`config.mk`:
```
export PLATFORM = sky130hd
export DESIGN_NAME = bcd_front
export DESIGN_NICKNAME = d
export VERILOG_FILES = /design/src/bcd_pkg.sv /design/src/bcd_front.sv
export SDC_FILE = /design/constraint.sdc
export NUM_CORES = 1
export LEC_CHECK = 0
export BUFFER_PORTS_ARGS = -buffer_cell sky130_fd_sc_hd__buf_2
export CAP_MARGIN = 20
export CORE_MARGIN = 3
export CORE_UTILIZATION = 31
export DETAILED_ROUTE_END_ITERATION = 16
export HOLD_SLACK_MARGIN = 0.05
export MAX_ROUTING_LAYER = met4
export PLACE_DENSITY = 0.61
export SETUP_SLACK_MARGIN = 0.3
export SLEW_MARGIN = 0
export SYNTH_ARGS = -nofsm -noshare
export SYNTH_HDL_FRONTEND = slang
export SYNTH_SLANG_ARGS = --single-unit
```
`constraint.sdc`:
```
create_clock -name clk -period 4.4 [get_ports clk]
set_input_delay 0.66 -clock clk [delete_from_list [all_inputs] [get_ports clk]]
set_output_delay 0.66 -clock clk [all_outputs]
set_load 0.005 [all_outputs]
```
`src/bcd_pkg.sv`:
```
package bcd_pkg;

	// Frame and block limits.
	localparam int MaxWidth  = 4096;
	localparam int MaxHeight = 4096;
	localparam int MaxBlock  = 64;
	localparam int MinBlock  = 4;

	// Field and register widths.
	localparam int ChanW   = 8;
	localparam int DimW    = 13;
	localparam int CoordW  = 12;
	localparam int InBlkW  = $clog2(MaxBlock);
	localparam int BlkSzW  = InBlkW + 1;
	localparam int ThrW    = 9;
	localparam int CountW  = 13;
	localparam int TagW    = 8;

	// Column counter memory: one entry per block column of the widest frame.
	localparam int CountDepth = (MaxWidth + MinBlock - 1) / MinBlock;
	localparam int IdxW       = $clog2(CountDepth);
	localparam int FillW      = IdxW + 1;
	localparam logic [CountW-1:0] CountMax = {CountW{1'b1}};

	// Queue between the front and back parts, and the result queue.
	localparam int QueueDepth = 4;
	localparam int QPtrW      = $clog2(QueueDepth);
	localparam int ResDepth   = 2;
	localparam int ResPtrW    = $clog2(ResDepth);

	// Configuration port.
	localparam int CfgIdxW  = 3;
	localparam int CfgDataW = 13;
	localparam logic [CfgIdxW-1:0] RegFrameWidth  = 3'd0;
	localparam logic [CfgIdxW-1:0] RegFrameHeight = 3'd1;
	localparam logic [CfgIdxW-1:0] RegBlockSize   = 3'd2;
	localparam logic [CfgIdxW-1:0] RegDiffLimit   = 3'd3;
	localparam logic [CfgIdxW-1:0] RegMinChanged  = 3'd4;
	localparam logic [CfgIdxW-1:0] RegWindowTag   = 3'd5;

	// Register values after reset.
	localparam logic [DimW-1:0]   FrameWidthReset  = 13'd640;
	localparam logic [DimW-1:0]   FrameHeightReset = 13'd480;
	localparam logic [BlkSzW-1:0] BlockSizeReset   = 7'd24;
	localparam logic [ThrW-1:0]   DiffLimitReset   = 9'd35;
	localparam logic [CountW-1:0] MinChangedReset  = 13'd24;
	localparam logic [TagW-1:0]   WindowTagReset   = 8'd0;

	typedef struct packed {
		logic [DimW-1:0]   frame_width;
		logic [DimW-1:0]   frame_height;
		logic [BlkSzW-1:0] block_size;
		logic [ThrW-1:0]   diff_limit;
		logic [CountW-1:0] min_changed;
		logic [TagW-1:0]   window_tag;
	} bcd_cfg_t;

	// One classified pixel on its way to the counting part.
	typedef struct packed {
		logic              changed;
		logic              first;
		logic              last_pixel;
		logic [IdxW-1:0]   idx;
		logic [CoordW-1:0] block_x;
		logic [CoordW-1:0] block_y;
		logic [BlkSzW-1:0] block_width;
		logic [BlkSzW-1:0] block_height;
	} bcd_item_t;

	typedef struct packed {
		logic [TagW-1:0]   tag;
		logic [CoordW-1:0] block_x;
		logic [CoordW-1:0] block_y;
		logic [BlkSzW-1:0] block_width;
		logic [BlkSzW-1:0] block_height;
		logic [CountW-1:0] change_count;
	} bcd_result_t;

endpackage

```
`src/bcd_front.sv`:
```
module bcd_front (
	input  logic                        clk,
	input  logic                        arst_n,
	input  bcd_pkg::bcd_cfg_t           cfg,
	input  logic                        push,
	output logic                        full,
	input  logic [bcd_pkg::ChanW-1:0]   prev_red,
	input  logic [bcd_pkg::ChanW-1:0]   prev_green,
	input  logic [bcd_pkg::ChanW-1:0]   prev_blue,
	input  logic [bcd_pkg::ChanW-1:0]   curr_red,
	input  logic [bcd_pkg::ChanW-1:0]   curr_green,
	input  logic [bcd_pkg::ChanW-1:0]   curr_blue,
	output logic                        q_push,
	output bcd_pkg::bcd_item_t          q_item,
	input  logic                        q_full
);

	function automatic logic [bcd_pkg::ChanW-1:0] abs_diff(
		input logic [bcd_pkg::ChanW-1:0] a,
		input logic [bcd_pkg::ChanW-1:0] b
	);
		abs_diff = (a > b) ? a - b : b - a;
	endfunction

	logic [bcd_pkg::CoordW-1:0] pix_col_q;
	logic [bcd_pkg::CoordW-1:0] pix_row_q;
	logic [bcd_pkg::InBlkW-1:0] col_in_blk_q;
	logic [bcd_pkg::InBlkW-1:0] row_in_blk_q;
	logic [bcd_pkg::CoordW-1:0] blk_col_q;

	logic                       s1_valid_q;
	bcd_pkg::bcd_item_t         item_s1;
	bcd_pkg::bcd_item_t         item_d;

	logic [bcd_pkg::ChanW-1:0]  diff_r, diff_g, diff_b, diff_rg, diff_max;
	logic [bcd_pkg::DimW-1:0]   fw_c, fh_c;
	logic [bcd_pkg::BlkSzW-1:0] bs_c;
	logic                       end_row, end_col_blk, end_frame, end_row_blk;
	logic                       accept;

	// Largest channel difference.
	always_comb begin
		diff_r   = abs_diff(prev_red, curr_red);
		diff_g   = abs_diff(prev_green, curr_green);
		diff_b   = abs_diff(prev_blue, curr_blue);
		diff_rg  = (diff_g > diff_r) ? diff_g : diff_r;
		diff_max = (diff_b > diff_rg) ? diff_b : diff_rg;
	end

	// Frame and block sizes held to their legal ranges.
	always_comb begin
		if (cfg.frame_width == '0) begin
			fw_c = bcd_pkg::DimW'(1);
		end else if (cfg.frame_width > bcd_pkg::DimW'(bcd_pkg::MaxWidth)) begin
			fw_c = bcd_pkg::DimW'(bcd_pkg::MaxWidth);
		end else begin
			fw_c = cfg.frame_width;
		end
		if (cfg.frame_height == '0) begin
			fh_c = bcd_pkg::DimW'(1);
		end else if (cfg.frame_height > bcd_pkg::DimW'(bcd_pkg::MaxHeight)) begin
			fh_c = bcd_pkg::DimW'(bcd_pkg::MaxHeight);
		end else begin
			fh_c = cfg.frame_height;
		end
		if (cfg.block_size < bcd_pkg::BlkSzW'(bcd_pkg::MinBlock)) begin
			bs_c = bcd_pkg::BlkSzW'(bcd_pkg::MinBlock);
		end else if (cfg.block_size > bcd_pkg::BlkSzW'(bcd_pkg::MaxBlock)) begin
			bs_c = bcd_pkg::BlkSzW'(bcd_pkg::MaxBlock);
		end else begin
			bs_c = cfg.block_size;
		end
	end

	// Row, block and frame boundaries at the current position.
	always_comb begin
		end_row     = ({1'b0, pix_col_q} + bcd_pkg::DimW'(1)) >= fw_c;
		end_col_blk = end_row ||
			(({1'b0, col_in_blk_q} + bcd_pkg::BlkSzW'(1)) >= bs_c);
		end_frame   = ({1'b0, pix_row_q} + bcd_pkg::DimW'(1)) >= fh_c;
		end_row_blk = end_frame ||
			(({1'b0, row_in_blk_q} + bcd_pkg::BlkSzW'(1)) >= bs_c);
	end

	// Classified item for the counting part.
	always_comb begin
		item_d.changed    = {1'b0, diff_max} >= cfg.diff_limit;
		item_d.first      = (row_in_blk_q == '0) && (col_in_blk_q == '0);
		item_d.last_pixel = end_col_blk && end_row_blk;
		if (blk_col_q > bcd_pkg::CoordW'(bcd_pkg::CountDepth - 1)) begin
			item_d.idx = bcd_pkg::IdxW'(bcd_pkg::CountDepth - 1);
		end else begin
			item_d.idx = blk_col_q[bcd_pkg::IdxW-1:0];
		end
		item_d.block_x      = pix_col_q - {{(bcd_pkg::CoordW - bcd_pkg::InBlkW){1'b0}},
			col_in_blk_q};
		item_d.block_y      = pix_row_q - {{(bcd_pkg::CoordW - bcd_pkg::InBlkW){1'b0}},
			row_in_blk_q};
		item_d.block_width  = {1'b0, col_in_blk_q} + bcd_pkg::BlkSzW'(1);
		item_d.block_height = {1'b0, row_in_blk_q} + bcd_pkg::BlkSzW'(1);
	end

	assign full   = s1_valid_q && q_full;
	assign accept = push && !full;
	assign q_push = s1_valid_q && !q_full;
	assign q_item = item_s1;

	// Raster position counters.
	always_ff @(posedge clk or negedge arst_n) begin
		if (!arst_n) begin
			pix_col_q    <= '0;
			pix_row_q    <= '0;
			col_in_blk_q <= '0;
			row_in_blk_q <= '0;
			blk_col_q    <= '0;
		end else if (accept) begin
			if (end_row) begin
				pix_col_q    <= '0;
				col_in_blk_q <= '0;
				blk_col_q    <= '0;
				if (end_frame) begin
					pix_row_q    <= '0;
					row_in_blk_q <= '0;
				end else begin
					pix_row_q    <= pix_row_q + bcd_pkg::CoordW'(1);
					row_in_blk_q <= end_row_blk ? '0 :
						row_in_blk_q + bcd_pkg::InBlkW'(1);
				end
			end else begin
				pix_col_q <= pix_col_q + bcd_pkg::CoordW'(1);
				if (end_col_blk) begin
					col_in_blk_q <= '0;
					blk_col_q    <= blk_col_q + bcd_pkg::CoordW'(1);
				end else begin
					col_in_blk_q <= col_in_blk_q + bcd_pkg::InBlkW'(1);
				end
			end
		end
	end

	// Output stage of the front part.
	always_ff @(posedge clk or negedge arst_n) begin
		if (!arst_n) begin
			s1_valid_q <= 1'b0;
		end else begin
			s1_valid_q <= accept || (s1_valid_q && q_full);
		end
	end

	always_ff @(posedge clk) begin
		if (accept) begin
			item_s1 <= item_d;
		end
	end

endmodule

```
==> results.txt <==
Final Critical Period - 5.78 ns
Final estimated routing congestion in global placement - 0.840
Clock sinks - 100
DRC Markers - 0
Number of buffers inserted by port buffering - 146
Antenna violation net count after detailed routing - 0
Cells taking the most area after synthesis - ha_1 (18%), edfxtp_1 (17%), dfrtp_1 (14%)
Height of the die - 175 um
Number of enable-type register cells in the synthesized netlist - 51
Leakage - 0.00571 uW
Crit path setup slack, layout - -1.38 ns
Horizontal die dimension - 175 um
Total negative setup slack - -1.38 ns
Final cycle utilization of the critical path - 131%
Worst R2R End - q_item[48]
Clock edge transition at the registers on the reported setup and hold paths - 0.07 ns
Detailed router's first-iteration violation count - 348
Tot GR Track Use - 14.4%
Startpoint type of the worst setup path - input port
Largest net degree at the start of global routing - 73
Final std cell area, no fill - 0.0116 mm2
Synth Flop Type - edfxtp_1
Per-instance average area after synthesis - 9.14 um2
Highest attainable clock frequency - 173 MHz
Htree depth - 3
Number of buffers inserted for hold repair after clock tree synthesis - 0
Clock tree from TritonCTS - built
Library cell with the highest instance count after synthesis - ha_1
Worst relative slew slack - 43.8%
Maximum root-to-sink buffer count - 2
First-pass DRT Iterations - 5
Count of synthesis-stage warnings from yosys - 0
Violations in the final reports - setup timing
Sum of routed wire length over all layers - 21700 um
Number of placement rows - 61
Effective utilization at floorplan - 31.5%
Final #Nets - 1483
Most used standard cells in the synthesized netlist - ha_1 (128), inv_1 (112), nand2_1 (79)
Total area of multi-input combinational cells - 0.00580 mm2
Result of the run - finished, violations left
Type of the worst min-delay path - input port to async pin
Layout filler cell count - 2764
Type of the setup path with the least slack - input port to register
Post-synth cell types - 67
Portion of the post-synthesis area used by sequential elements - 31.3%
Slowest stage delay, CP - 0.38 ns
Total power per unit cell area - 437 mW/mm2
Wire length of the first global-routing pass - 36000 um
Worst IR drop on VDD - 0.195 mV
Via count - 7701
Top-Level Pins - 168
Post-synthesis cell type with the largest combined area - ha_1
Synthesized area - 0.00881 mm2
Setup repair after global routing missed its margin - true
Worst Setup End Kind - register
Hold Vio Cnt, Final - 0
Worst Hold Margin - 0.402 ns
R2r setup slk - 0.72 ns
Layout cells sized above 1 - 30.2%
Count of cells along the worst register-to-register path - 13
Share of the synthesized area in the top cell type - 18.2%
Crit-path max FO - 6
Floorplan die area - 0.0305 mm2
Worst R2R Start - pix_row_q[0]
Clock latency on the worst-skew pair - 0.34 ns
Cell type of the slowest stage on the worst timing path - fa_2
Post-Synthesis Cells - 964
Sequential standard cell area - 0.00276 mm2
Maximum Capacitance Violations - 0
Placed standard-cell area - 0.0110 mm2
Number of slew-limit violations in the final report - 0
Vias per cell - 4.77
Number of failing setup endpoints in the final timing report - 1
Worst endpoint required time - 4.49 ns
Number of antenna violations at the first check in global routing - 1
Via count of the first global-routing pass - 7668
Arr. time, crit path - 5.87 ns
Core area - 0.0279 mm2
Total grt overflow - 0
Share of async-settable or async-resettable flops after synthesis - 49.0%
Clk Tree Root Cell - clkbuf_16
Detailed-placement wirelength estimate - 17700 um
Final clock skew - 0.0128 ns
Flip-flop and latch count after synthesis - 100
Routed length per placed instance - 13.4 um
TritonCTS buffer count - 9
Pin slew with the least headroom to its limit - 0.844 ns
Synthesized netlist net count - 1215
Area growth from synthesis to final layout - 31.8%
[logic make-up (layout without fill, tap and decap cells)]
| group | Yosys count | after routing | synth area share (%) |
|---|---|---|---|
| multiplexers | 35 | 35 | 4.05 |
| flip-flops | 100 | 100 | 31.3 |
| AND/OR/NAND/NOR | 266 | 266 | 15.1 |
| buffers and inverters | 143 | 416 | 6.49 |
| other | 0 | 1 | 0 |
| XOR/XNOR | 63 | 63 | 6.35 |
| AO/OA/AOI/OAI | 221 | 221 | 16.8 |
| adder cells (fa/ha/maj) | 136 | 136 | 20.0 |
[sequential cells by signal, summed over array words and instances (netlist names)]
signal / cells
pix_row_q: 12
s1_valid_q: 1
blk_col_q: 12
col_in_blk_q: 6
row_in_blk_q: 6
pix_col_q: 12
q_item: 51
[through the flow]
step | instances | util (%) | setup slack, ns | power, uW
after floorplan | 964 | - | -1.52 | 3120
after global placement | 1591 | 39.4 | -1.75 | 3960
after detailed placement | 1591 | 39.4 | -1.93 | 4030
after CTS | 1614 | 41.4 | -1.28 | 5100
after global routing | 1616 | 41.6 | -1.70 | 5510
final | 1616 | 41.6 | -1.38 | 5080
[worst max-delay path, delay by kind of cell]
family / cells / cell delay, ns
compound gates: 13 / 2.11
simple gates: 8 / 0.76
xor+xnor: 1 / 0.12
mux: 2 / 0.60
buf+inv: 4 / 0.35
fa+ha+maj: 5 / 1.27
[how the worst max path moves through the flow]
stage                             start          to  slack, ns  depth (start not counted)
after floorplan             prev_red[0]  q_item[50]      -1.52                         32
after global placement    prev_green[0]  q_item[50]      -1.75                         32
after detailed placement  prev_green[0]  q_item[50]      -1.93                         32
after CTS                 prev_green[0]  q_item[50]      -1.28                         32
after global routing      prev_green[0]  q_item[50]      -1.70                         33
final                     prev_green[0]  q_item[50]      -1.38                         33
[placed cells by master, fill, tap and decap left out, types with 14 or more instances in the layout]
| cell | n |
|---|---|
| nor2_1 | 36 |
| o21ai_0 | 40 |
| inv_1 | 107 |
| a22o_1 | 18 |
| xnor2_1 | 43 |
| nand2_1 | 79 |
| buf_4 | 139 |
| a21oi_1 | 42 |
| dfrtp_1 | 49 |
| nand3_1 | 30 |
| xor2_1 | 16 |
| buf_2 | 144 |
| or3_1 | 14 |
| nand2b_1 | 16 |
| a21o_1 | 30 |
| ha_1 | 116 |
| edfxtp_1 | 51 |
| mux2i_1 | 24 |
| nor3_1 | 18 |
[cell type report]
cell class,instances,share of cell area (%)
Timing Repair Buffer,288,15.7
Sequential cell,100,23.7
Inverter,112,3.75
Antenna cell,1,0.0215
Tap cell,378,4.07
Clock inverter,6,0.819
Clock buffer,10,1.97
Multi-Input combinational cell,721,49.9
[metal layers]
metal | vias up | wire (um) | global-route usage (%) | part of all wire [%]
li1 | 3958 | - | - | -
met1 | 3560 | 9930 | 18.2 | 46
met2 | 162 | 10700 | 25.1 | 49
met3 | 21 | 829 | 1.74 | 3.8
met4 | 0 | 221 | 2.86 | 1.0
met5 | - | 0 | - | 0
[what timing repair did]
action	CTS	global route
pin swaps	31	1
buffers inserted	7	1
endpoints found under the setup margin	1	5
gates resized for setup	39	6
gates cloned	0	0
[power by group]
part / internal (uW) / switching (uW)
sequential: 1270 / 160
combinational: 1420 / 1370
clock: 505 / 356
Note: power is estimated with default switching activity, not from simulation.
