$ cat src/bcd_pkg.sv
package bcd_pkg;

	// Frame and block limits.
	localparam int MaxWidth  = 4096;
	localparam int MaxHeight = 4096;
	localparam int MaxBlock  = 64;
	localparam int MinBlock  = 4;

	// Field and register widths.
	localparam int ChanW   = 8;
	localparam int DimW    = 13;
	localparam int CoordW  = 12;
	localparam int InBlkW  = $clog2(MaxBlock);
	localparam int BlkSzW  = InBlkW + 1;
	localparam int ThrW    = 9;
	localparam int CountW  = 13;
	localparam int TagW    = 8;

	// Column counter memory: one entry per block column of the widest frame.
	localparam int CountDepth = (MaxWidth + MinBlock - 1) / MinBlock;
	localparam int IdxW       = $clog2(CountDepth);
	localparam int FillW      = IdxW + 1;
	localparam logic [CountW-1:0] CountMax = {CountW{1'b1}};

	// Queue between the front and back parts, and the result queue.
	localparam int QueueDepth = 4;
	localparam int QPtrW      = $clog2(QueueDepth);
	localparam int ResDepth   = 2;
	localparam int ResPtrW    = $clog2(ResDepth);

	// Configuration port.
	localparam int CfgIdxW  = 3;
	localparam int CfgDataW = 13;
	localparam logic [CfgIdxW-1:0] RegFrameWidth  = 3'd0;
	localparam logic [CfgIdxW-1:0] RegFrameHeight = 3'd1;
	localparam logic [CfgIdxW-1:0] RegBlockSize   = 3'd2;
	localparam logic [CfgIdxW-1:0] RegDiffLimit   = 3'd3;
	localparam logic [CfgIdxW-1:0] RegMinChanged  = 3'd4;
	localparam logic [CfgIdxW-1:0] RegWindowTag   = 3'd5;

	// Register values after reset.
	localparam logic [DimW-1:0]   FrameWidthReset  = 13'd640;
	localparam logic [DimW-1:0]   FrameHeightReset = 13'd480;
	localparam logic [BlkSzW-1:0] BlockSizeReset   = 7'd24;
	localparam logic [ThrW-1:0]   DiffLimitReset   = 9'd35;
	localparam logic [CountW-1:0] MinChangedReset  = 13'd24;
	localparam logic [TagW-1:0]   WindowTagReset   = 8'd0;

	typedef struct packed {
		logic [DimW-1:0]   frame_width;
		logic [DimW-1:0]   frame_height;
		logic [BlkSzW-1:0] block_size;
		logic [ThrW-1:0]   diff_limit;
		logic [CountW-1:0] min_changed;
		logic [TagW-1:0]   window_tag;
	} bcd_cfg_t;

	// One classified pixel on its way to the counting part.
	typedef struct packed {
		logic              changed;
		logic              first;
		logic              last_pixel;
		logic [IdxW-1:0]   idx;
		logic [CoordW-1:0] block_x;
		logic [CoordW-1:0] block_y;
		logic [BlkSzW-1:0] block_width;
		logic [BlkSzW-1:0] block_height;
	} bcd_item_t;

	typedef struct packed {
		logic [TagW-1:0]   tag;
		logic [CoordW-1:0] block_x;
		logic [CoordW-1:0] block_y;
		logic [BlkSzW-1:0] block_width;
		logic [BlkSzW-1:0] block_height;
		logic [CountW-1:0] change_count;
	} bcd_result_t;

endpackage

$ cat src/bcd_queue.sv
module bcd_queue (
	input  logic               clk,
	input  logic               arst_n,
	input  logic               push,
	input  bcd_pkg::bcd_item_t din,
	output logic               full,
	input  logic               pop,
	output bcd_pkg::bcd_item_t dout,
	output logic               empty
);

	bcd_pkg::bcd_item_t          slot_q [bcd_pkg::QueueDepth];
	logic [bcd_pkg::QPtrW-1:0]   wr_ptr_q;
	logic [bcd_pkg::QPtrW-1:0]   rd_ptr_q;
	logic [bcd_pkg::QPtrW:0]     count_q;
	logic                        do_push, do_pop;

	assign full    = count_q == (bcd_pkg::QPtrW + 1)'(bcd_pkg::QueueDepth);
	assign empty   = count_q == '0;
	assign do_push = push && !full;
	assign do_pop  = pop && !empty;
	assign dout    = slot_q[rd_ptr_q];

	// Pointers and fill level.
	always_ff @(posedge clk or negedge arst_n) begin
		if (!arst_n) begin
			wr_ptr_q <= '0;
			rd_ptr_q <= '0;
			count_q  <= '0;
		end else begin
			if (do_push) begin
				wr_ptr_q <= wr_ptr_q + bcd_pkg::QPtrW'(1);
			end
			if (do_pop) begin
				rd_ptr_q <= rd_ptr_q + bcd_pkg::QPtrW'(1);
			end
			if (do_push && !do_pop) begin
				count_q <= count_q + (bcd_pkg::QPtrW + 1)'(1);
			end else if (do_pop && !do_push) begin
				count_q <= count_q - (bcd_pkg::QPtrW + 1)'(1);
			end
		end
	end

	// Item storage.
	always_ff @(posedge clk) begin
		if (do_push) begin
			slot_q[wr_ptr_q] <= din;
		end
	end

endmodule

$ cat config.mk
export PLATFORM = sky130hd
export DESIGN_NAME = bcd_queue
export DESIGN_NICKNAME = d
export VERILOG_FILES = /design/src/bcd_pkg.sv /design/src/bcd_queue.sv
export SDC_FILE = /design/constraint.sdc
export NUM_CORES = 1
export LEC_CHECK = 0
export ABC_AREA = 1
export ABC_CLOCK_PERIOD_IN_PS = 4300
export BUFFER_PORTS_ARGS = -buffer_cell sky130_fd_sc_hd__buf_2
export CAP_MARGIN = 20
export CORE_UTILIZATION = 43
export DETAILED_ROUTE_END_ITERATION = 16
export PLACE_DENSITY = 0.61
export SLEW_MARGIN = 20
export SYNTH_ARGS = -nofsm -noshare
export SYNTH_HDL_FRONTEND = slang
export SYNTH_SLANG_ARGS = --single-unit
$ cat constraint.sdc
create_clock -name clk -period 4.3 [get_ports clk]
set_input_delay 0 -clock clk [delete_from_list [all_inputs] [get_ports clk]]
set_output_delay 0 -clock clk [all_outputs]
set_load 0.005 [all_outputs]
==> impl_results.md, run 1 <==
- Result of the run: finished clean
- Pins Over Slew Limit: 0
- Max Root-Sink Buffers: 3
- GPL Wtd Cong: 0.729
- Post-route minimum period: approximately 2500 ps
- Worst setup SP type: flip-flop
- Final ANT Viol Nets: 0
- Seq cells post-synth: ~210
- Slowest cell on the critical path: buf_4
- Global-route wire length before repair: 27600 um
- # diodes: 0
- Number of buffers created by CTS: 22
- VDD IR-drop max: approximately 740 uV
- Sequential share of the synthesized area: 71.0%
- Vias in the first global route: 5322
- Largest family of logic cells by synthesized area: compound AO/OA/AOI/OAI gates
- Critical path type: flip-flop to output port
- Slowest cell delay on critical path: ~560 ps
- Worst Tran Pin Value: 962 ps
- RSZ-0062 raised after global routing: false
- Later-pin clock latency in the skew report: between 400 and 500 ps
- Sink Count: approximately 210
- Synth Area in Adders: 0.931%
- Post-CTS setup repair buffer count: 0
- Initial Util: 43.8%
- Drt pass-1 iters: 4
- Final instance area: around 11000 um^2
- FILL cells: 1661
- Syn Area/Cell: 13.5 um^2
- CTS tree: built
- Port buffer count: 107
- CP Capture Type: output port
- Area Overhead vs Synth: 22.8%
- Post_cts resized: 0
- Rows: 52
- Die area: 21200 um^2
- Final worst path period share: 58.8%
- GRT Util Overall: 16.5%
- Die height: 146 um
- Final Hold Viols: 0
- Max_slew headroom: 35.9%
- Syn_nets: 717
- # IOs: 108
- Layout cells sized above 1: 26.2%
- Via/cell ratio: 4.76
- Ys Warns: 0
- Drt initial violations: 191
- Die width: 146 um
- Synth cell types: 19
- Hold WS: 257 ps
- Pre-CTS WS: 1710 ps
- Final Setup Violations: 0
- Synth Area in XOR/XNOR: 0.0987%
- Detailed Route WL: 17200 um
- Hold Path Depth: 2
- Power per cell area: 646 nW/um^2
- M2 GR Usage: about 29%
- Initial antenna violation count: 0
- CTS root buf: clkbuf_16
- Final HPWL DP: 10200 um
- CORE AREA: 20200 um^2
- Crit-path cells: inv_6 > buf_4 > nand2_1 > o211ai_1 > nand2_1 > buf_2
- CP Max Fanout: 95
- Maxcap violations: 0
- Area of the multi-input gates: 1890 um^2
- Hold Path Class: input port to flip-flop
- Synth Area in Compound Gates: 12.1%
- Total gr overflow: 0
- DRC: 0
- Synth Area in Simple Gates: under 10%
- Largest net degree at the start of global routing: between 90 and 100
- Synth Instances: about 660
- Via count: 5263
- Critical Path AT: between 2000 and 3000 ps
- Final #Nets: 881
- Wire per inst: 15.6 um
- Worst R2R Path Depth: 5
- Worst EP required: 4300 ps
- Post-synthesis instance area: between 8000 and 9000 um^2
- Max Clock Skew: 7.79 ps
- Final setup margin: 1770 ps
- Cell Area, Placed: 9600 um^2
- Max H-tree Level: 1
- Sequential cell area: 6300 um^2
- Leakage: 4.47 nW
- Met1 Use GR: 20.7%
- Mux cell area share after synthesis: 0%
- Busiest grt layer: met2
- Worst path most repeated cell: nand2_1
- Final TNS setup: 0 ps
- Reg clk slew, reported paths: approximately 60 ps
- FMAX: slightly below 0.4 GHz
- Met3 global-route usage: between 2 and 3%
## per-stage QoR
step | total power (W) | std cells | util, %
3_3_place_gp | 0.00513 | 1010 | 47.4
4_1_cts | 0.00714 | 1104 | 53.7
5_1_grt | 0.00749 | 1105 | 53.8
6_report | 0.00704 | 1105 | 53.8
3_5_place_dp | 0.00521 | 1010 | 47.4
2_1_floorplan | 0.00450 | 656 | -
## state kept, by name, indices dropped and copies added (netlist names)
signal and cells:
slot_q 204, count_q 3, rd_ptr_q 2, wr_ptr_q 2
## layout by cell type (no fill, tap or decap)
cell	synthesis	routed
nand4_1	1	1
dfrtp_4	0	1
clkbuf_1	2	6
clkinv_2	0	3
fa_1	1	1
o21ai_0	1	1
buf_16	0	1
inv_2	5	4
nor2_4	0	4
clkbuf_8	0	2
xnor2_1	1	1
nand2_1	171	171
clkbuf_16	0	23
clkinv_1	0	2
inv_6	0	2
buf_4	1	10
o211ai_2	60	60
ha_1	5	5
dfrtp_1	7	6
inv_1	114	114
dlygate4sd3_1	0	55
o211ai_1	42	42
nand3_1	7	7
edfxtp_1	204	204
buf_2	11	107
bufinv_16	0	2
## path summary, 6_finish.rpt
path                                    startpoint                      end  slack (ps)
min in group asynchronous                   arst_n   count_q[2]$_DFFE_PN0P_         490
min                                        din[25]  slot_q[0][25]$_DFFE_PP_         260
max in group asynchronous                   arst_n  rd_ptr_q[1]$_DFFE_PN0P_        3520
max reg2reg                 count_q[0]$_DFFE_PN0P_  slot_q[1][20]$_DFFE_PP_        1870
min reg2reg                 count_q[2]$_DFFE_PN0P_   count_q[2]$_DFFE_PN0P_         550
max                        rd_ptr_q[0]$_DFFE_PN0P_                 dout[19]        1770
## synth_stat cells
master      n  area (um^2)
clkbuf_1    2         7.51
dfrtp_1     7          175
nand3_1     7         35.0
xnor2_1     1         8.76
o21ai_0     1         5.00
buf_1       3         11.3
inv_2       5         18.8
fa_1        1         20.0
buf_2      11         55.1
inv_1     114          428
ha_1        5         62.6
o211ai_1   42          315
o211ai_2   60          751
nand4_1     1         6.26
buf_6      16          180
nand2_1   171          642
edfxtp_1  204         6130
nor2_1      4         15.0
buf_4       1         7.51
## power by group
part	internal [W]	switching [W]	total, W
Clock	0.00113	0.000732	0.00186
Combinational	0.000828	0.00151	0.00234
Sequential	0.00271	0.000124	0.00284
Total	0.00467	0.00237	0.00704
## layout make-up
type / count / share of cell area, %
clock buffers: 31 / 5.74
clock inverters: 8 / 0.839
inverters: 119 / 4.15
multi-input cells: 293 / 17.4
flip-flops and latches: 211 / 57.9
well taps: 270 / 3.10
repair buffers: 173 / 10.9
## layer usage
metal	share of wire [%]	routed length, um
met1	43	7460
met2	51	8780
met3	4.3	734
met4	1.5	264
met5	0	0
## logic make-up after synthesis
group                      after synthesis
AOI/OAI and AO/OA                      103
and+or+nand+nor                        183
buffers and inverters                  152
adders and majority gates                6
xor gates and xnor gates                 1
DFF                                    211
## timing repair
action,CTS,global route
hold buffers,55,0
endpoints found under the setup margin,0,0
hold endpoints to repair,216,0
## worst max-delay path, delay by kind of cell, from the launching register on
kind | cells | cell delay, ps
buffers and inverters | 3 | 1230
flip-flops | 1 | 440
AND/OR/NAND/NOR | 2 | 200
AO/OA/AOI/OAI | 1 | 110
Power figures use the tool's default switching activity.
==> run 2, diff against run 1 <==
--- a/config.mk
+++ b/config.mk
@@ -6,7 +6,7 @@
 export NUM_CORES = 1
 export LEC_CHECK = 0
 export ABC_AREA = 1
-export ABC_CLOCK_PERIOD_IN_PS = 4300
+export ABC_CLOCK_PERIOD_IN_PS = 2430
 export BUFFER_PORTS_ARGS = -buffer_cell sky130_fd_sc_hd__buf_2
 export CAP_MARGIN = 20
 export CORE_UTILIZATION = 43
==> constraint.sdc (replaced) <==
create_clock -name clk -period 2.43 [get_ports clk]
set_input_delay 0 -clock clk [delete_from_list [all_inputs] [get_ports clk]]
set_output_delay 0 -clock clk [all_outputs]
set_load 0.005 [all_outputs]
==> run 2 against run 1 <==
  * Critical path depth is the same
  * Final cell count grew 0.45%
  * Via count grew 0.15%
  * Clock skew shrank 2.6 ps
  * Worst hold slack gained 5.0 ps
  * Sequential power grew 79%
  * Worst setup slack lost 1500 ps
  * Count of clock-buffer cells in the layout shrank 3
  * Total power grew 80%
  * Core utilization grew 0.59 points
  * Final area grew 1.1%
  * Critical path type unchanged
  * Critical endpoint is now dout[3]
  * Largest power group unchanged
==> impl_results.md, run 2 (synthesized netlist as in run 1, its figures left out) <==
- Total Power: 0.0126 W (was 0.00704 W)
- Power per cell area: 1150 nW/um^2 (was 646 nW/um^2)
- Slowest cell delay on critical path: 430 ps (was 560 ps)
- Commonest non-fill, non-tap cell in the layout: edfxtp_1 (unchanged)
- Port buffer count: 107 (unchanged)
- CP Max Fanout: 57 (was 95)
- Hold WS: 262 ps (was 257 ps)
- Pins Over Slew Limit: 0 (unchanged)
- Vias in the first global route: 5365 (was 5322)
- DRC: 0 (unchanged)
- Final HPWL DP: 10600 um (was 10200 um)
- Drt pass-1 iters: 5 (was 4)
- Critical path type: flip-flop to output port (unchanged)
- Result of the run: finished clean (unchanged)
- Maxcap violations: 0 (unchanged)
- Final #Nets: 886 (was 881)
- Later-pin clock latency in the skew report: 490 ps (about the same)
- Flop-to-flop setup slack: 580 ps (was 1870 ps)
- Post-route minimum period: 2110 ps
- Final core utilization: 54.4% (was 53.8%)
- Most frequent cells in the layout: edfxtp_1 (204), nand2_1 (171), inv_1 (114) (unchanged)
- Final ANT Viol Nets: 0 (unchanged)
- RR Endpoint: count_q[2]$_DFFE_PN0P_ (was slot_q[1][20]$_DFFE_PP_)
- Worst r2r src: count_q[0]$_DFFE_PN0P_ (unchanged)
- Sw frac: 33.1% (was 33.6%)
- Die area: 21200 um^2 (unchanged)
- FMAX: ~0.47 GHz
- Logic pwr share: 33.6% (was 33.2%)
- Total gr overflow: 0 (unchanged)
- Min-delay src: din[31] (was din[25])
- GRT Util Overall: 16.6% (was 16.5%)
- Cell internal pwr: 0.00846 W (was 0.00467 W)
- CP Capture Type: output port (unchanged)
- Die width: 146 um (unchanged)
- Area Overhead vs Synth: 24.1% (was 22.8%)
- Drt initial violations: 192 (was 191)
- Hold Path Class: input port to flip-flop (unchanged)
- Max Root-Sink Buffers: 3 (unchanged)
- Largest register by flop count: slot_q (unchanged)
- CORE AREA: 20200 um^2 (unchanged)
- Max H-tree Level: 1 (unchanged)
- Largest registers: slot_q: 204 flops, count_q: 3 flops (unchanged)
- Max reg flops: 204 (unchanged)
- Wire per inst: 15.6 um (about the same)
- Switching Power: 0.00419 W (was 0.00237 W)
- Final worst path period share: 86.9%
- Leakage: 4.53 nW (was 4.47 nW)
- Critical Path AT: 2110 ps (was 2530 ps)
- Detailed Route WL: 17300 um (was 17200 um)
- Layout cells sized above 1: 26.4% (was 26.2%)
- Hold Path Depth: 2 (unchanged)
- Max_slew headroom: 67.2% (was 35.9%)
- Reg clk slew, reported paths: 60 ps (about the same)
- Crit-path cells: inv_6 > buf_4 > nand2_1 > o211ai_1 > nand2_1 > buf_2 (unchanged)
- Post_cts resized: 0 (unchanged)
- Global-route wire length before repair: 27800 um (was 27600 um)
- Final Setup Violations: 0 (unchanged)
- Final Hold Viols: 0 (unchanged)
- Flop pwr share: 40.1% (was 40.3%)
- Max Clock Skew: 5.19 ps (was 7.79 ps)
- Clock power frac: 26.3% (was 26.5%)
- Initial antenna violation count: 0 (unchanged)
- Die height: 146 um (unchanged)
- Worst path most repeated cell: nand2_1 (unchanged)
- Via count: 5271 (was 5263)
- Worst Tran Pin Value: 492 ps (was 962 ps)
- Hold EP: slot_q[1][31]$_DFFE_PP_ (was slot_q[0][25]$_DFFE_PP_)
- RSZ-0062 raised after global routing: false (unchanged)
- CTS root buf: clkbuf_16 (unchanged)
- Via/cell ratio: 4.75 (was 4.76)
- CTS tree: built (unchanged)
- Rows: 52 (unchanged)
- Number of buffers created by CTS: 22 (unchanged)
- GPL Wtd Cong: 0.778 (was 0.729)
- Sink Count: 211 (unchanged)
- Post-CTS setup repair buffer count: 0 (unchanged)
- Worst R2R Path Depth: 10 (was 5)
- Slowest cell on the critical path: dfrtp_1 (was buf_4)
- VDD IR-drop max: 733 uV (was 738 uV)
- Worst setup SP type: flip-flop (unchanged)
- Largest net degree at the start of global routing: 58 (was 96)
- # IOs: 108 (unchanged)
- Initial Util: 43.8% (unchanged)
- Worst EP required: 2430 ps (was 4300 ps)
- # diodes: 0 (unchanged)
-- run 2: through the flow --
step | TNS (ps) | setup slack, ps | area, um^2 | cells
5_1_grt | 0 | 207 | 11000 | 1110
6_report | 0 | 318 | 11000 | 1110
3_3_place_gp | 0 | 651 | 9740 | 1016
2_1_floorplan | -16700 | -81.9 | 8880 | 656
3_5_place_dp | 0 | 601 | 9740 | 1016
4_1_cts | 0 | 288 | 11000 | 1110
-- run 2: worst max-delay path, delay by kind of cell, from the launching register on --
kind / cells / cell delay (ps)
flops: 1 / 430
simple gates: 2 / 160
buf+inv: 3 / 850
compound gates: 1 / 130
-- run 2: worst max-delay path by stage --
stage	start	endpoint	cells past startpoint
6_report	rd_ptr_q[0]$_DFFE_PN0P_	dout[3]	6
2_1_floorplan	count_q[0]$_DFFE_PN0P_	slot_q[0][0]$_DFFE_PP_	4
3_5_place_dp	count_q[0]$_DFFE_PN0P_	count_q[2]$_DFFE_PN0P_	10
3_3_place_gp	count_q[0]$_DFFE_PN0P_	slot_q[1][20]$_DFFE_PP_	6
4_1_cts	rd_ptr_q[0]$_DFFE_PN0P_	dout[3]	6
5_1_grt	rd_ptr_q[0]$_DFFE_PN0P_	dout[3]	6
-- run 2: layout make-up --
cell class	count	area (um^2)
Tap cell	270	338
Multi-Input combinational cell	293	1890
Timing Repair Buffer	178	1310
Clock inverter	11	124
Sequential cell	211	6300
Fill cell	1669	9230
Clock buffer	28	594
Inverter	119	452
-- run 2: power groups by stage --
| stage | combinational, W | clock [W] | sequential, W |
|---|---|---|---|
| floorplan | 0.00289 | 0 | 0.00505 |
| finish | 0.00425 | 0.00332 | 0.00507 |
| detailed placement | 0.00427 | 0 | 0.00515 |
| global route | 0.00475 | 0.00352 | 0.00514 |
| global placement | 0.00418 | 0 | 0.00512 |
| CTS | 0.00436 | 0.00340 | 0.00508 |
-- run 2: timing repair --
item / in CTS / in global routing
hold buffers: 55 / 0
endpoints found under the setup margin: 0 / 0
hold endpoints to repair: 215 / 0
-- run 2: routing by layer --
metal	global-route usage [%]	part of all wire [%]	routed length [um]	vias up
met3	2.57	4.6	791	28
met5	0	0	0	-
met4	4.68	2.1	358	0
li1	-	-	-	2612
met2	29.8	51	8850	113
met1	20.8	42	7300	2518
==> run 3, diff against run 2 <==
--- a/config.mk
+++ b/config.mk
@@ -6,7 +6,7 @@
 export NUM_CORES = 1
 export LEC_CHECK = 0
 export ABC_AREA = 1
-export ABC_CLOCK_PERIOD_IN_PS = 2430
+export ABC_CLOCK_PERIOD_IN_PS = 2150
 export BUFFER_PORTS_ARGS = -buffer_cell sky130_fd_sc_hd__buf_2
 export CAP_MARGIN = 20
 export CORE_UTILIZATION = 43
==> constraint.sdc (replaced) <==
create_clock -name clk -period 2.15 [get_ports clk]
set_input_delay 0 -clock clk [delete_from_list [all_inputs] [get_ports clk]]
set_output_delay 0 -clock clk [all_outputs]
set_load 0.005 [all_outputs]
==> run 3 against run 2 <==
  * Sequential share of layout area fell by 0.065 points
  * Core utilization rose by 0.062 points
  * Count of clock-buffer cells in the layout rose by 3
  * Global-route usage rose by 0.23 points
  * Sequential power rose by 12%
  * Non-clock buffer count rose by 2
  * Via count rose by 1.9%
==> impl_results.md, run 3 (synthesized netlist as in run 1, its figures left out) <==
- Result of the run: finished clean (unchanged)
- Post-CTS setup repair buffer count: 0 (unchanged)
- Most frequent cells in the layout: edfxtp_1 (204), nand2_1 (171), inv_1 (114) (unchanged)
- Area Overhead vs Synth: 24.3% (was 24.1%)
- Hold WS: 258 ps (was 262 ps)
- Initial antenna violation count: 1 (was 0)
- Crit-path cells: inv_8 > buf_4 > nand2_1 > o211ai_2 > nand2_1 > buf_2 (was inv_6 > buf_4 > nand2_1 > o211ai_1 > nand2_1 > buf_2)
- Max H-tree Level: 1 (unchanged)
- Final #Nets: 889 (was 886)
- Power per cell area: 1290 nW/um^2 (was 1150 nW/um^2)
- Die area: 21200 um^2 (unchanged)
- Max_slew headroom: 69.7% (was 67.2%)
- Largest net degree at the start of global routing: 54 (was 58)
- Worst path most repeated cell: nand2_1 (unchanged)
- Max Clock Skew: 6.01 ps (was 5.19 ps)
- CTS tree: built (unchanged)
- Hold Path Class: input port to flip-flop (unchanged)
- Largest registers: slot_q: 204 flops, count_q: 3 flops (unchanged)
- Worst Tran Pin Value: 454 ps (was 492 ps)
- FMAX: 0.508 GHz
- Total gr overflow: 0 (unchanged)
- Final worst path period share: roughly nine tenths
- Reg clk slew, reported paths: 60 ps (about the same)
- Via/cell ratio: 4.82 (was 4.75)
- Cell internal pwr: 0.00933 W (was 0.00846 W)
- CP Max Fanout: 46 (was 57)
- Global-route wire length before repair: 28200 um (was 27800 um)
- Final Setup Violations: 0 (unchanged)
- Die width: 146 um (unchanged)
- Maxcap violations: 0 (unchanged)
- Post-route minimum period: 1970 ps
- Cell Area, Placed: 9810 um^2 (was 9740 um^2)
- Sw frac: 34.1% (was 33.1%)
- Pins Over Slew Limit: 0 (unchanged)
- Critical path type: flip-flop to output port (unchanged)
- Detailed Route WL: 17600 um (was 17300 um)
- Drt pass-1 iters: 4 (was 5)
- Port buffer count: 107 (unchanged)
- Layout cells sized above 1: 26.8% (was 26.4%)
- Max Root-Sink Buffers: 3 (unchanged)
- Flop pwr share: 40.0% (was 40.1%)
- CORE AREA: 20200 um^2 (unchanged)
- RSZ-0062 raised after global routing: false (unchanged)
- Die height: 146 um (unchanged)
- Clock power frac: 24.6% (was 26.3%)
- Switching Power: 0.00483 W (was 0.00419 W)
- Vias in the first global route: 5518 (was 5365)
- Slowest cell on the critical path: dfrtp_1 (unchanged)
- Final ANT Viol Nets: 0 (unchanged)
- Drt initial violations: 198 (was 192)
- Slowest cell delay on critical path: 460 ps (was 430 ps)
- Max reg flops: 204 (unchanged)
- # IOs: 108 (unchanged)
- CP Capture Type: output port (unchanged)
- Leakage: 4.53 nW (about the same)
- GRT Util Overall: 16.8% (was 16.6%)
- Worst setup SP type: flip-flop (unchanged)
- Later-pin clock latency in the skew report: 490 ps (about the same)
- Area of the multi-input gates: 1890 um^2 (unchanged)
- Initial Util: 43.8% (unchanged)
- Wire per inst: 15.8 um (was 15.6 um)
- Sequential cell area: 6300 um^2 (unchanged)
- CTS root buf: clkbuf_16 (unchanged)
- Sink Count: 211 (unchanged)
- VDD IR-drop max: 753 uV (was 733 uV)
- Final instance area: 11000 um^2 (about the same)
- Number of buffers created by CTS: 23 (was 22)
- FILL cells: 1710 (was 1669)
- DRC: 0 (unchanged)
- # diodes: 0 (unchanged)
- GPL Wtd Cong: 0.753 (was 0.778)
- Rows: 52 (unchanged)
- Final HPWL DP: 10900 um (was 10600 um)
- Commonest non-fill, non-tap cell in the layout: edfxtp_1 (unchanged)
- Logic pwr share: 35.4% (was 33.6%)
- Worst EP required: 2150 ps (was 2430 ps)
- Final Hold Viols: 0 (unchanged)
- Critical Path AT: 1970 ps (was 2110 ps)
- Largest register by flop count: slot_q (unchanged)
- Via count: 5371 (was 5271)
run 3: layout make-up:
type	count	share of cell area, %
multi-input cells	293	17.2
inverters	119	4.12
repair buffers	180	12.4
flip-flops and latches	211	57.2
clock inverters	10	0.522
well taps	270	3.07
clock buffers	31	5.49
run 3: what timing repair did:
action                     CTS  global route
setup endpoints to repair    0             4
hold endpoints to repair   215             0
hold buffers                55             0
gates resized for setup      0             3
run 3: path summary, 6_finish.rpt:
check                                         from                 endpoint  slack (ps)  cells after the start
setup / recovery           rd_ptr_q[0]$_DFFE_PN0P_                 dout[49]         180                      6
hold / removal                             din[41]  slot_q[3][41]$_DFFE_PP_         260                      2
setup reg to reg            count_q[0]$_DFFE_PN0P_   count_q[2]$_DFFE_PN0P_         260                     10
hold reg to reg            wr_ptr_q[0]$_DFFE_PN0P_  wr_ptr_q[0]$_DFFE_PN0P_         530                      2
max in group asynchronous                   arst_n  rd_ptr_q[1]$_DFFE_PN0P_        1370                      3
min in group asynchronous                   arst_n  rd_ptr_q[0]$_DFFE_PN0P_         480                      3
run 3: power by group through the flow:
stage	clock (W)	sequential [W]	combinational, W
floorplan	0	0.00571	0.00327
global placement	0	0.00572	0.00493
detailed placement	0	0.00576	0.00504
CTS	0.00357	0.00567	0.00514
global route	0.00372	0.00573	0.00556
finish	0.00348	0.00567	0.00501
run 3: layer usage:
metal,routed length (um),track usage [%],up-vias
met5,8,0,-
met1,7720,21.5,2630
met4,237,4.11,2
li1,-,-,2619
met3,743,3.23,21
met2,8940,29.6,99
run 3: per-stage QoR:
step | TNS [ps] | setup slack, ps | util, % | power, W | instances
2_1_floorplan | -73820 | -362 | - | 0.00898 | 656
3_3_place_gp | 0 | 391 | 48.5 | 0.0106 | 1018
4_1_cts | 0 | 75.4 | 54.5 | 0.0144 | 1114
5_1_grt | 0 | 40.3 | 54.5 | 0.0150 | 1114
6_report | 0 | 182 | 54.5 | 0.0142 | 1114
3_5_place_dp | 0 | 312 | 48.5 | 0.0108 | 1018
run 3: critical path: cells and delay by family (launching register included):
kind                   cells  cell delay, ps
flip-flops                 1             460
buffers and inverters      3             740
AND/OR/NAND/NOR            2             190
AO/OA/AOI/OAI              1              70
